--- src/rtl/core/mbe_pkg.sv ---
// Shared types and constants of the escape-time core.
// No dependencies.
`timescale 1ns / 1ps

package mbe_pkg;

  localparam int MUL_W     = 32;
  localparam int FRAC_BITS = 28;
  localparam int CFG_IDX_W = 3;
  localparam int CFG_W     = 32;
  localparam int CNT_W     = 12;

  // Pixel array size; columns and rows wrap at these
  localparam int MAX_COLUMNS = 2048;
  localparam int MAX_ROWS    = 2048;

  // Register indexes
  localparam logic [CFG_IDX_W-1:0] CFG_REAL_LEFT  = 3'd0;
  localparam logic [CFG_IDX_W-1:0] CFG_REAL_STEP  = 3'd1;
  localparam logic [CFG_IDX_W-1:0] CFG_IMAG_TOP   = 3'd2;
  localparam logic [CFG_IDX_W-1:0] CFG_IMAG_STEP  = 3'd3;
  localparam logic [CFG_IDX_W-1:0] CFG_ITER_LIMIT = 3'd4;

  // Reset values, Q4.28 apart from the iteration limit
  localparam logic signed [31:0] RST_REAL_LEFT  = 32'shE000_0000;
  localparam logic signed [31:0] RST_REAL_STEP  = 32'sh0006_6666;
  localparam logic signed [31:0] RST_IMAG_TOP   = 32'sh1200_0000;
  localparam logic signed [31:0] RST_IMAG_STEP  = 32'shFFF8_51EC;
  localparam logic [CNT_W-1:0]   RST_ITER_LIMIT = 12'd500;

  // |z|^2 bound of 4.0 in Q.28, held in the 37-bit magnitude sum
  localparam logic signed [36:0] ESC_BOUND = 37'sh0_4000_0000;

  localparam logic [23:0] COLOUR_INSIDE  = 24'h000000;
  localparam logic [23:0] COLOUR_OUTSIDE = 24'hFFFFFF;

  typedef struct packed {
    logic [10:0] column;
    logic [10:0] row;
  } in_item_t;

  typedef struct packed {
    logic [CNT_W-1:0] iteration_count;
    logic             in_set;
    logic [23:0]      pixel_colour;
  } out_item_t;

endpackage

--- src/rtl/core/mbe_serial_mult.sv ---
// Bit-serial signed multiplier, one multiplier bit per cycle.
// Depends on mbe_pkg for the operand width.
`timescale 1ns / 1ps

module mbe_serial_mult (
  input  logic                              clk_i,
  input  logic                              rst_ni,
  input  logic                              start_i,
  input  logic signed [mbe_pkg::MUL_W-1:0]  a_i,
  input  logic signed [mbe_pkg::MUL_W-1:0]  b_i,
  output logic                              done_o,
  output logic signed [2*mbe_pkg::MUL_W-1:0] product_o
);
  import mbe_pkg::*;

  localparam int CntW = $clog2(MUL_W);
  localparam int AccW = MUL_W + 2;

  logic                   busy_q, busy_d;
  logic                   done_q, done_d;
  logic [CntW-1:0]        cnt_q, cnt_d;
  logic signed [MUL_W-1:0] a_q, a_d;
  logic [MUL_W-1:0]       b_q, b_d;
  logic signed [AccW-1:0] acc_q, acc_d;
  logic [MUL_W-1:0]       low_q, low_d;

  logic                   last;
  logic signed [AccW-1:0] a_ext;
  logic signed [AccW-1:0] addend;
  logic signed [AccW-1:0] sum;

  assign last  = (cnt_q == CntW'(MUL_W - 1));
  assign a_ext = AccW'(a_q);
  // top multiplier bit carries negative weight
  assign addend = b_q[0] ? (last ? -a_ext : a_ext) : '0;
  assign sum    = acc_q + addend;

  always_comb begin
    busy_d = busy_q;
    done_d = 1'b0;
    cnt_d  = cnt_q;
    a_d    = a_q;
    b_d    = b_q;
    acc_d  = acc_q;
    low_d  = low_q;
    if (start_i) begin
      busy_d = 1'b1;
      cnt_d  = '0;
      a_d    = a_i;
      b_d    = b_i;
      acc_d  = '0;
      low_d  = '0;
    end else if (busy_q) begin
      acc_d = sum >>> 1;
      low_d = {sum[0], low_q[MUL_W-1:1]};
      b_d   = b_q >> 1;
      cnt_d = cnt_q + CntW'(1);
      if (last) begin
        busy_d = 1'b0;
        done_d = 1'b1;
      end
    end
  end

  always_ff @(posedge clk_i or negedge rst_ni) begin
    if (!rst_ni) begin
      busy_q <= 1'b0;
      done_q <= 1'b0;
      cnt_q  <= '0;
    end else begin
      busy_q <= busy_d;
      done_q <= done_d;
      cnt_q  <= cnt_d;
    end
  end

  always_ff @(posedge clk_i) begin
    a_q   <= a_d;
    b_q   <= b_d;
    acc_q <= acc_d;
    low_q <= low_d;
  end

  assign done_o    = done_q;
  assign product_o = {acc_q[MUL_W-1:0], low_q};

endmodule

--- src/rtl/core/mbe_out_stage.sv ---
// Output register of the core: holds one result until it is transferred.
// Depends on mbe_pkg for the result type.
`timescale 1ns / 1ps

module mbe_out_stage (
  input  logic               clk_i,
  input  logic               rst_ni,
  input  logic               load_i,
  input  mbe_pkg::out_item_t result_i,
  output logic               ready_o,
  output logic               out_valid_o,
  input  logic               out_stall_i,
  output mbe_pkg::out_item_t out_data_o
);
  import mbe_pkg::*;

  logic      valid_q, valid_d;
  out_item_t data_q;

  // room when empty or when the held result leaves this cycle
  assign ready_o = !valid_q || !out_stall_i;

  always_comb begin
    valid_d = valid_q;
    if (load_i) begin
      valid_d = 1'b1;
    end else if (!out_stall_i) begin
      valid_d = 1'b0;
    end
  end

  always_ff @(posedge clk_i or negedge rst_ni) begin
    if (!rst_ni) begin
      valid_q <= 1'b0;
    end else begin
      valid_q <= valid_d;
    end
  end

  always_ff @(posedge clk_i) begin
    if (load_i) begin
      data_q <= result_i;
    end
  end

  assign out_valid_o = valid_q;
  assign out_data_o  = data_q;

endmodule

--- src/rtl/core/mandelbrot_escape_time_core.sv ---
// Mandelbrot escape-time core. One pixel at a time: each escape test runs a bit-serial multiply
// of zr*zr, zi*zi and zr*zi, then evaluates the products. A new pixel is taken once the last
// one sits in the output register. Reset is asynchronous: the control and configuration
// registers return to defaults; the datapath registers are not reset.
`timescale 1ns / 1ps

module mandelbrot_escape_time_core (
  input  logic                             clk_i,
  input  logic                             rst_ni,
  input  logic                             in_valid_i,
  output logic                             in_stall_o,
  input  mbe_pkg::in_item_t                in_data_i,
  output logic                             out_valid_o,
  input  logic                             out_stall_i,
  output mbe_pkg::out_item_t               out_data_o,
  input  logic                             cfg_we_i,
  input  logic [mbe_pkg::CFG_IDX_W-1:0]    cfg_idx_i,
  input  logic [mbe_pkg::CFG_W-1:0]        cfg_data_i
);
  import mbe_pkg::*;

  localparam int PW = 2 * MUL_W;

  typedef enum logic [3:0] {
    S_IDLE = 4'b0001,
    S_MAP  = 4'b0010,
    S_MUL  = 4'b0100,
    S_OUT  = 4'b1000
  } state_e;

  localparam logic signed [47:0] SatHi = 48'sh0000_7FFF_FFFF;
  localparam logic signed [47:0] SatLo = 48'shFFFF_8000_0000;

  function automatic logic signed [31:0] sat32(input logic signed [47:0] v);
    logic signed [31:0] r;
    if (v > SatHi) begin
      r = 32'sh7FFF_FFFF;
    end else if (v < SatLo) begin
      r = 32'sh8000_0000;
    end else begin
      r = v[31:0];
    end
    return r;
  endfunction

  // configuration
  logic signed [31:0] real_left_q, real_step_q, imag_top_q, imag_step_q;
  logic [CNT_W-1:0]   limit_q;

  always_ff @(posedge clk_i or negedge rst_ni) begin
    if (!rst_ni) begin
      real_left_q <= RST_REAL_LEFT;
      real_step_q <= RST_REAL_STEP;
      imag_top_q  <= RST_IMAG_TOP;
      imag_step_q <= RST_IMAG_STEP;
      limit_q     <= RST_ITER_LIMIT;
    end else if (cfg_we_i) begin
      case (cfg_idx_i)
        CFG_REAL_LEFT:  real_left_q <= cfg_data_i;
        CFG_REAL_STEP:  real_step_q <= cfg_data_i;
        CFG_IMAG_TOP:   imag_top_q  <= cfg_data_i;
        CFG_IMAG_STEP:  imag_step_q <= cfg_data_i;
        CFG_ITER_LIMIT: limit_q     <= cfg_data_i[CNT_W-1:0];
        default: ;
      endcase
    end
  end

  state_e             state_q, state_d;
  logic [CNT_W-1:0]   count_q, count_d;
  logic signed [31:0] cr_q, cr_d, ci_q, ci_d;
  logic signed [31:0] zr_q, zr_d, zi_q, zi_d;

  logic               accept, mul_start, out_load, out_ready;
  logic               done0, done1, done2, mul_done;
  logic signed [PW-1:0] p0, p1, p2;
  logic signed [MUL_W-1:0] a0, b0, a1, b1;
  logic [10:0]        col, row;

  // serial datapath
  logic signed [35:0] sr, si;
  logic signed [36:0] mag;
  logic               escape;
  logic signed [47:0] nr_w, ni_w, cr_w, ci_w;
  logic [CNT_W-1:0]   count_inc;
  out_item_t          result;

  assign accept = in_valid_i && !in_stall_o;
  assign in_stall_o = (state_q != S_IDLE);

  assign col = 11'(32'(in_data_i.column) % MAX_COLUMNS);
  assign row = 11'(32'(in_data_i.row) % MAX_ROWS);

  // Q8.56 squares floored to Q.28; cross product floored by 2^27 gives 2*zr*zi
  assign sr     = p0[PW-1:FRAC_BITS];
  assign si     = p1[PW-1:FRAC_BITS];
  assign mag    = 37'(sr) + 37'(si);
  assign escape = (mag >= ESC_BOUND);
  assign nr_w   = 48'(sr) - 48'(si) + 48'(cr_q);
  assign ni_w   = 48'($signed(p2[PW-1:FRAC_BITS-1])) + 48'(ci_q);
  assign cr_w   = p0[47:0] + 48'(real_left_q);
  assign ci_w   = p1[47:0] + 48'(imag_top_q);
  assign count_inc = count_q + CNT_W'(1);

  always_comb begin
    state_d   = state_q;
    count_d   = count_q;
    cr_d      = cr_q;
    ci_d      = ci_q;
    zr_d      = zr_q;
    zi_d      = zi_q;
    mul_start = 1'b0;
    out_load  = 1'b0;
    case (state_q)
      S_IDLE: begin
        if (accept) begin
          mul_start = 1'b1;
          state_d   = S_MAP;
        end
      end
      S_MAP: begin
        if (mul_done) begin
          cr_d    = sat32(cr_w);
          ci_d    = sat32(ci_w);
          zr_d    = '0;
          zi_d    = '0;
          count_d = '0;
          if (limit_q == '0) begin
            state_d = S_OUT;
          end else begin
            mul_start = 1'b1;
            state_d   = S_MUL;
          end
        end
      end
      S_MUL: begin
        if (mul_done) begin
          if (escape) begin
            state_d = S_OUT;
          end else begin
            zr_d    = sat32(nr_w);
            zi_d    = sat32(ni_w);
            count_d = count_inc;
            if (count_inc == limit_q) begin
              state_d = S_OUT;
            end else begin
              mul_start = 1'b1;
            end
          end
        end
      end
      S_OUT: begin
        if (out_ready) begin
          out_load = 1'b1;
          state_d  = S_IDLE;
        end
      end
      default: state_d = S_IDLE;
    endcase
  end

  // mapping uses the pixel indexes as multipliers; iterations use the new z
  assign a0 = (state_q == S_IDLE) ? real_step_q : zr_d;
  assign b0 = (state_q == S_IDLE) ? MUL_W'(col) : zr_d;
  assign a1 = (state_q == S_IDLE) ? imag_step_q : zi_d;
  assign b1 = (state_q == S_IDLE) ? MUL_W'(row) : zi_d;

  always_ff @(posedge clk_i or negedge rst_ni) begin
    if (!rst_ni) begin
      state_q <= S_IDLE;
    end else begin
      state_q <= state_d;
    end
  end

  always_ff @(posedge clk_i) begin
    count_q <= count_d;
    cr_q    <= cr_d;
    ci_q    <= ci_d;
    zr_q    <= zr_d;
    zi_q    <= zi_d;
  end

  mbe_serial_mult u_mul_rr (
    .clk_i, .rst_ni,
    .start_i   (mul_start),
    .a_i       (a0),
    .b_i       (b0),
    .done_o    (done0),
    .product_o (p0)
  );

  mbe_serial_mult u_mul_ii (
    .clk_i, .rst_ni,
    .start_i   (mul_start),
    .a_i       (a1),
    .b_i       (b1),
    .done_o    (done1),
    .product_o (p1)
  );

  mbe_serial_mult u_mul_ri (
    .clk_i, .rst_ni,
    .start_i   (mul_start),
    .a_i       (zr_d),
    .b_i       (zi_d),
    .done_o    (done2),
    .product_o (p2)
  );

  // all three units share one start, so their done pulses coincide
  assign mul_done = done0 && done1 && done2;

  always_comb begin
    result.iteration_count = count_q;
    result.in_set          = (count_q == limit_q);
    result.pixel_colour    = result.in_set ? COLOUR_INSIDE : COLOUR_OUTSIDE;
  end

  mbe_out_stage u_out (
    .clk_i, .rst_ni,
    .load_i      (out_load),
    .result_i    (result),
    .ready_o     (out_ready),
    .out_valid_o (out_valid_o),
    .out_stall_i (out_stall_i),
    .out_data_o  (out_data_o)
  );

endmodule

--- config.mk ---
export PLATFORM = sky130hd
export DESIGN_NAME = mandelbrot_escape_time_core
export DESIGN_NICKNAME = d
export VERILOG_FILES = /design/src/rtl/core/mbe_pkg.sv /design/src/rtl/core/mbe_serial_mult.sv /design/src/rtl/core/mbe_out_stage.sv /design/src/rtl/core/mandelbrot_escape_time_core.sv
export SDC_FILE = /design/constraint.sdc
export NUM_CORES = 2
export LEC_CHECK = 0
export BUFFER_PORTS_ARGS = -buffer_cell sky130_fd_sc_hd__clkbuf_2
export CAP_MARGIN = 20
export CORE_AREA = 2 2 327 329
export CTS_BUF_LIST = sky130_fd_sc_hd__clkbuf_2
export DETAILED_ROUTE_END_ITERATION = 10
export DIE_AREA = 0 0 329 331
export PLACE_DENSITY = 0.65
export SLEW_MARGIN = 20
export SYNTH_ARGS = -nofsm -noshare
export SYNTH_HDL_FRONTEND = slang
export SYNTH_SLANG_ARGS = --single-unit
--- constraint.sdc ---
create_clock -name clk_i -period 14.1 [get_ports clk_i]
set_clock_uncertainty 0.2 [all_clocks]
set_input_delay 4.23 -clock clk_i [delete_from_list [all_inputs] [get_ports clk_i]]
set_output_delay 4.23 -clock clk_i [all_outputs]
set_load 0.01 [all_outputs]
### Yosys cells after proc, flatten, opt, wreduce, memory -nomap -nowiden

Index checks and enable logic that the tools add are counted.

* order comparisons: 9
* multiplexer cells: 78
* add/sub/neg operators: 16
* reduce and logical (&&, ||, !) cells: 21
* eq/ne operators: 21

Operator list (number)
* 2-to-1 mux 32 bit: 22
* 2-to-1 mux 34 bit: 6
* case mux 32 bit (2 select lines): 2
* adder 33 x 34 -> 34 bit: 3
* negator 34 bit: 3
* adder 48 bit: 2
* > comparator 48 x 32 -> 1 bit, second input constant: 2
* less-than comparator 48 x 32 -> 1 bit, second input constant: 2
* adder 37 x 32 -> 38 bit: 2
* > comparator 38 x 32 -> 1 bit, second input constant: 2
* less-than comparator 38 x 32 -> 1 bit, second input constant: 2
* adder 36 x 36 -> 37 bit: 1
* greater-or-equal comparator 37 x 32 -> 1 bit, second input constant: 1
* subtractor 36 x 36 -> 37 bit: 1
* 2-to-1 mux 12 bit: 3
* 2-to-1 mux 5 bit: 6
* 2-to-1 mux 1 bit: 28
* 2-to-1 mux 4 bit: 7
* == test 12 bit: 2
* 2-to-1 mux 24 bit: 1
* case mux 12 bit (2 select lines): 1
* case mux 4 bit (4 select lines): 1
* adder 5 x 1 -> 5 bit, second input constant: 3
* == test 5 bit, second input constant: 3
* 22 further kinds: 39

* flip-flop bits (word level): 730
* logic and storage cells: 181
* output and inout port bits: 39
* input bits: 62

### Longest topological paths before layout

* depth in word-level cells: 10
* depth in mapped cells: 24
* depth with buffers taken out: 23

### By module

A second synthesis with hierarchy kept.

* cells, all modules: 5370
* area, all modules: 50109.3 µm²

By module, submodules not included
* mandelbrot_escape_time_core: area each 25891.1 µm², cells an instance 3066, sequential area each 7220.7 µm², times used 1
* mbe_serial_mult (u_mul_ri): area each 7773.7 µm², cells an instance 769, sequential area each 3398.3 µm², times used 1
* mbe_serial_mult (u_mul_ii): area each 7652.3 µm², cells an instance 742, sequential area each 3398.3 µm², times used 1
* mbe_serial_mult (u_mul_rr): area each 7644.8 µm², cells an instance 753, sequential area each 3398.3 µm², times used 1
* mbe_out_stage: area each 1147.4 µm², cells an instance 40, sequential area each 1136.1 µm², times used 1

### Least setup slack after synthesis

OpenSTA, ideal clock, no wires.

* path type: input port to flip-flop
* start point: input port in_valid_i
* end point: register u_mul_ii.a_q[0], enable pin
* path slack: 7321 ps
* stages on the path: 7
* library setup time: 414 ps
* data arrival time: 6165 ps
* data required time: 13486 ps
* buffers on the path: 4
* cell sequence: nand2_1 > o211a_1 > buf_2 > inv_2 > buf_2 > buf_2 > buf_2

* longest elaborated chain between the ends: 3

Ends and longest elaborated chain
* start: declaration: RTL line mandelbrot_escape_time_core.sv:10 `input logic in_valid_i,`
* logical AND 1 bit: RTL line mandelbrot_escape_time_core.sv:88 `assign accept = in_valid_i && !in_stall_o;`
* 2-to-1 mux 1 bit: RTL line mandelbrot_escape_time_core.sv:116 `if (accept) begin`
* case mux 1 bit (3 select lines): RTL line mandelbrot_escape_time_core.sv:114 `case (state_q)`
* net mul_start: RTL line mandelbrot_escape_time_core.sv:74 `logic accept, mul_start, out_load, out_ready;`
* end signal: assignment: RTL line mbe_serial_mult.sv:78 `a_q <= a_d;`
* end: declaration: RTL line mbe_serial_mult.sv:22 `logic signed [MUL_W-1:0] a_q, a_d;`

The timed path passes the listed nets, and every way through them passes these cells.
A chain may end at the register's enable or synchronous reset.

### Worst setup path after layout

* start point: register u_mul_ii.low_q[28]
* end point: register u_mul_ri.b_q[11], data pin

* longest elaborated chain between the ends: 6
* elaborated cells between the ends (all ways): 9
* classes of those cells: add/sub: 1; order compare: 1; mux: 7

Ends and longest elaborated chain
* start: declaration: RTL line mbe_serial_mult.sv:25 `logic [MUL_W-1:0] low_q, low_d;`
* start signal: assignment: RTL line mbe_serial_mult.sv:81 `low_q <= low_d;`
* adder 36 x 36 -> 37 bit *: RTL line mandelbrot_escape_time_core.sv:97 `assign mag = 37'(sr) + 37'(si);`
* greater-or-equal comparator 37 x 32 -> 1 bit *: RTL line mandelbrot_escape_time_core.sv:98 `assign escape = (mag >= ESC_BOUND);`
* 2-to-1 mux 1 bit or 2-to-1 mux 32 bit (tied branches): RTL line mandelbrot_escape_time_core.sv:138 `if (escape) begin`
* 2-to-1 mux 1 bit or 2-to-1 mux 32 bit (tied branches): RTL line mandelbrot_escape_time_core.sv:137 `if (mul_done) begin`
* case mux 1 bit (3 select lines) or case mux 32 bit (2 select lines) (tied branches): RTL line mandelbrot_escape_time_core.sv:114
* 2-to-1 mux 32 bit *: RTL line mbe_serial_mult.sv:46 `if (start_i) begin`
* net u_mul_ri.b_d[11]: RTL line mbe_serial_mult.sv:23 `logic [MUL_W-1:0] b_q, b_d;`
* end signal: assignment: RTL line mbe_serial_mult.sv:79 `b_q <= b_d;`
* end: declaration: RTL line mbe_serial_mult.sv:23

Mark *: on every way through the listed nets, which the timed path passes. The rest lies on a longest branch.

==> results.md <==
- Fin crit period: 7.39 ns
- Clock Latency Late Sink: 1.55 ns
- First-pass GRT wire length: 232000 µm
- Number of DRC markers in iteration 0: 3979
- Yosys reg bits: 680
- P&R area growth vs syn: 7.19%
- Post-Syn Area per Cell: 9.19 µm²
- Post-Synthesis Cells: 5123
- CORE AREA: 105000 µm²
- Deepest clock path buffer count: 3
- PortBufs: 100
- CTS clk-pin slew, worst paths: 0.12 ns
- Final WL: 154000 µm
- Num rows: 119
- Peak supply drop: 131 µV
- TritonCTS clock tree: yes
- Routed len/inst: 22.8 µm
- Pint: 0.00592 W
- Vias/cell: 5.94
- Largest net degree at the start of global routing: 98
- Mapped Area: 47100 µm²
- Nets@finish: 5624
- Share of layout cells above drive strength 1: 13.9%
- Clk sink count: 680
- Top FF cell, synth: edfxtp_1
- Yosys cell types: 109
- Syn Nets: 5542
- CTS resizes: 0
- Initial Utilization: 44.8%
- Initial antenna violation count: 20
- Number of global-route vias before repair: 37900
- Die width: 329 µm
- Commonest non-fill, non-tap cells in the layout: nor2_1 (454), nand2_1 (415), a21oi_1 (380), clkbuf_2 (379), ha_1 (314)
- Htree depth: 4
- Switching power share of the total: 49.9%
- Final-report max-slew violation count: 0
- CP Launch Type: register
- Status: finished clean
- Worst EP arrival: 8.38 ns
- RSZ-0062 raised after global routing: false
- Ys Warns: 0
- Post-DRT Antenna Nets: 0
- Critical Path RT: 15.10 ns
- Worst slew pin tran: 1.08 ns
- Placed Area: 48600 µm²
- FF/Latch Area: 17300 µm²
- Hold Path Class: reg -> reg
- Largest stage delay on the critical path: 0.93 ns
- Final setup fails: 0
- Setup TNS Final: 0 ns
- Vias: 40200
- Critical path type: reg -> reg
- Flop pwr share: 27.1%
- Leading cell type in the layout, fill and taps excluded: nor2_1
- PwrDens: 234 nW/µm²
- Multi-input gate area: 27800 µm²
- Max Fclk: 0.135 GHz
- DRC Markers: 0
- Switching power: 0.00590 W
- Comb power frac: 59.9%
- GRT Resource Usage Total: 27.9%
- GPL Wtd Cong: 0.958
- Total CTS buffers: 177
- # IOs: 101
- Filler Cells Inserted: 10100
- Post-synth ARST share: 24.4%
- Final hold viol count: 0
- Design area: 50500 µm²
- Number of max-cap violations: 0
- Die Y-Extent: 331 µm
- Clock share of power: 13.0%
- Die Area: 109000 µm²
- CTS Hold Bufs: 0
- First drt pass iteration count: 6
- Crit-path most repeated cell: buf_4
- Slew margin rel.: 27.5%
- Final worst-path cycle share: 52.4%
- Leak: 22.8 nW
- Postcts setup bufs: 0
- Critical path's slowest cell: buf_4
- Gr ovfl total: 0
- DP Wirelength: 118000 µm
- Crit-path cells: ha_1 > inv_1 > fa_1 > nor2b_1 > o2111a_1 > o32ai_1 > o311ai_0 > a21oi_1 > xnor2_1 > a31oi_1 > a211oi_2 > buf_4 > o211a_4 > inv_8 > buf_4 > buf_4 > and2_1 > a21oi_1
- Top flop regs: u_mul_ii.acc_q x33, u_mul_ri.acc_q x33, u_mul_rr.acc_q x33
- Critical Path End Type: register
- Worst-path fanout max: 97
- Root Driver: clkbuf_2
- Post-synth EDFFs: 282
- Post-synthesis sequential area ratio: 36.8%
[stage by stage]
stage	power, W	cells	hold WS (ns)	utilization (%)	setup slack, ns
after floorplan	0.00811	5123	0.221	-	7.32
after global placement	0.0101	6416	0.279	46.3	5.97
after detailed placement	0.0102	6417	0.284	46.3	5.90
after CTS	0.0117	6753	0.299	48.0	6.64
after global routing	0.0127	6756	0.308	48.1	6.38
final	0.0118	6760	0.289	48.1	6.71
[cell families after synthesis]
kind of cell,synth area share (%)
simple gates,15.9
buf+inv,4.31
mux,7.01
flops,36.8
compound gates,19.5
fa+ha+maj,10.2
xor+xnor,6.29
[power groups by stage]
stage / Clock [W] / Combinational, W / Sequential, W
global route: 0.00167 / 0.00777 / 0.00326
CTS: 0.00157 / 0.00697 / 0.00319
global placement: 0 / 0.00687 / 0.00322
detailed placement: 0 / 0.00692 / 0.00323
finish: 0.00153 / 0.00708 / 0.00320
floorplan: 0 / 0.00511 / 0.00300
[worst paths after layout]
check                                           startpoint                    endpoint  slack (ns)  cells after the start
max in group asynchronous                           rst_ni   u_mul_ii.busy_q$_DFF_PN0_        9.74                      2
min in group asynchronous                           rst_ni  imag_top_q[29]$_DFFE_PN0P_        2.58                      1
setup reg to reg           u_mul_ii.low_q[28]$_SDFFE_PP0P_  u_mul_ri.b_q[11]$_DFFE_PP_        6.71                     18
hold / removal                  u_mul_ri.b_q[11]$_DFFE_PP_  u_mul_ri.b_q[10]$_DFFE_PP_        0.29                      2
setup / recovery           u_mul_ii.low_q[28]$_SDFFE_PP0P_  u_mul_ri.b_q[11]$_DFFE_PP_        6.71                     18
hold reg to reg                 u_mul_ri.b_q[11]$_DFFE_PP_  u_mul_ri.b_q[10]$_DFFE_PP_        0.29                      2
[final cells by class]
type                       count  area share [%]
antenna                        7          0.0347
clock buffer                 280            2.78
clock inverter                56           0.779
inverter                     245            1.84
multi-input combinational   3958            55.1
sequential                   680            34.3
tap                         1391            3.45
timing repair buffer         143            1.64
[synth_stat cells (18+ instances only)]
cell	count	area (µm²)
nand2_1	415	1560
o21a_1	53	398
buf_2	38	190
edfxtp_1	282	8470
a211o_1	19	166
o31ai_1	50	375
o21bai_1	46	345
a21o_1	140	1050
and2_1	119	744
dfxtp_1	232	4640
nand2b_1	52	325
buf_4	25	188
nor2b_1	48	300
nor3_1	83	415
nor4_1	24	150
a21boi_0	18	135
ha_1	314	3930
fa_1	43	861
o21ai_1	34	170
o21ai_0	300	1500
mux2_2	163	1840
a22o_1	21	184
or4_1	21	158
clkbuf_1	154	578
and3_1	47	294
a31oi_1	46	288
mux2i_1	145	1450
or2_2	21	131
xnor2_1	230	2010
nor2_1	455	1710
dfstp_2	43	1130
inv_1	243	912
o211ai_1	43	323
a211oi_1	68	510
or3_1	47	294
nand4_1	51	319
a21oi_1	382	1910
xor2_1	108	946
dfrtp_1	123	3080
nand3_1	96	480
[routing by layer]
layer,up-vias,wire [µm],track usage (%)
li1,18900,-,-
met1,19400,67000,38.1
met2,1633,68500,43.4
met3,264,13100,5.97
met4,14,5330,10.7
met5,-,84,0
[critical path, delay by kind of cell, from the launching register on]
family | cells | cell delay (ns)
DFF | 1 | 0.50
xor gates and xnor gates | 1 | 0.19
buffers and inverters | 5 | 2.59
and+or+nand+nor | 2 | 0.55
AOI/OAI and AO/OA | 8 | 2.32
adders and majority gates | 2 | 0.60
Power figures use the tool's default switching activity.
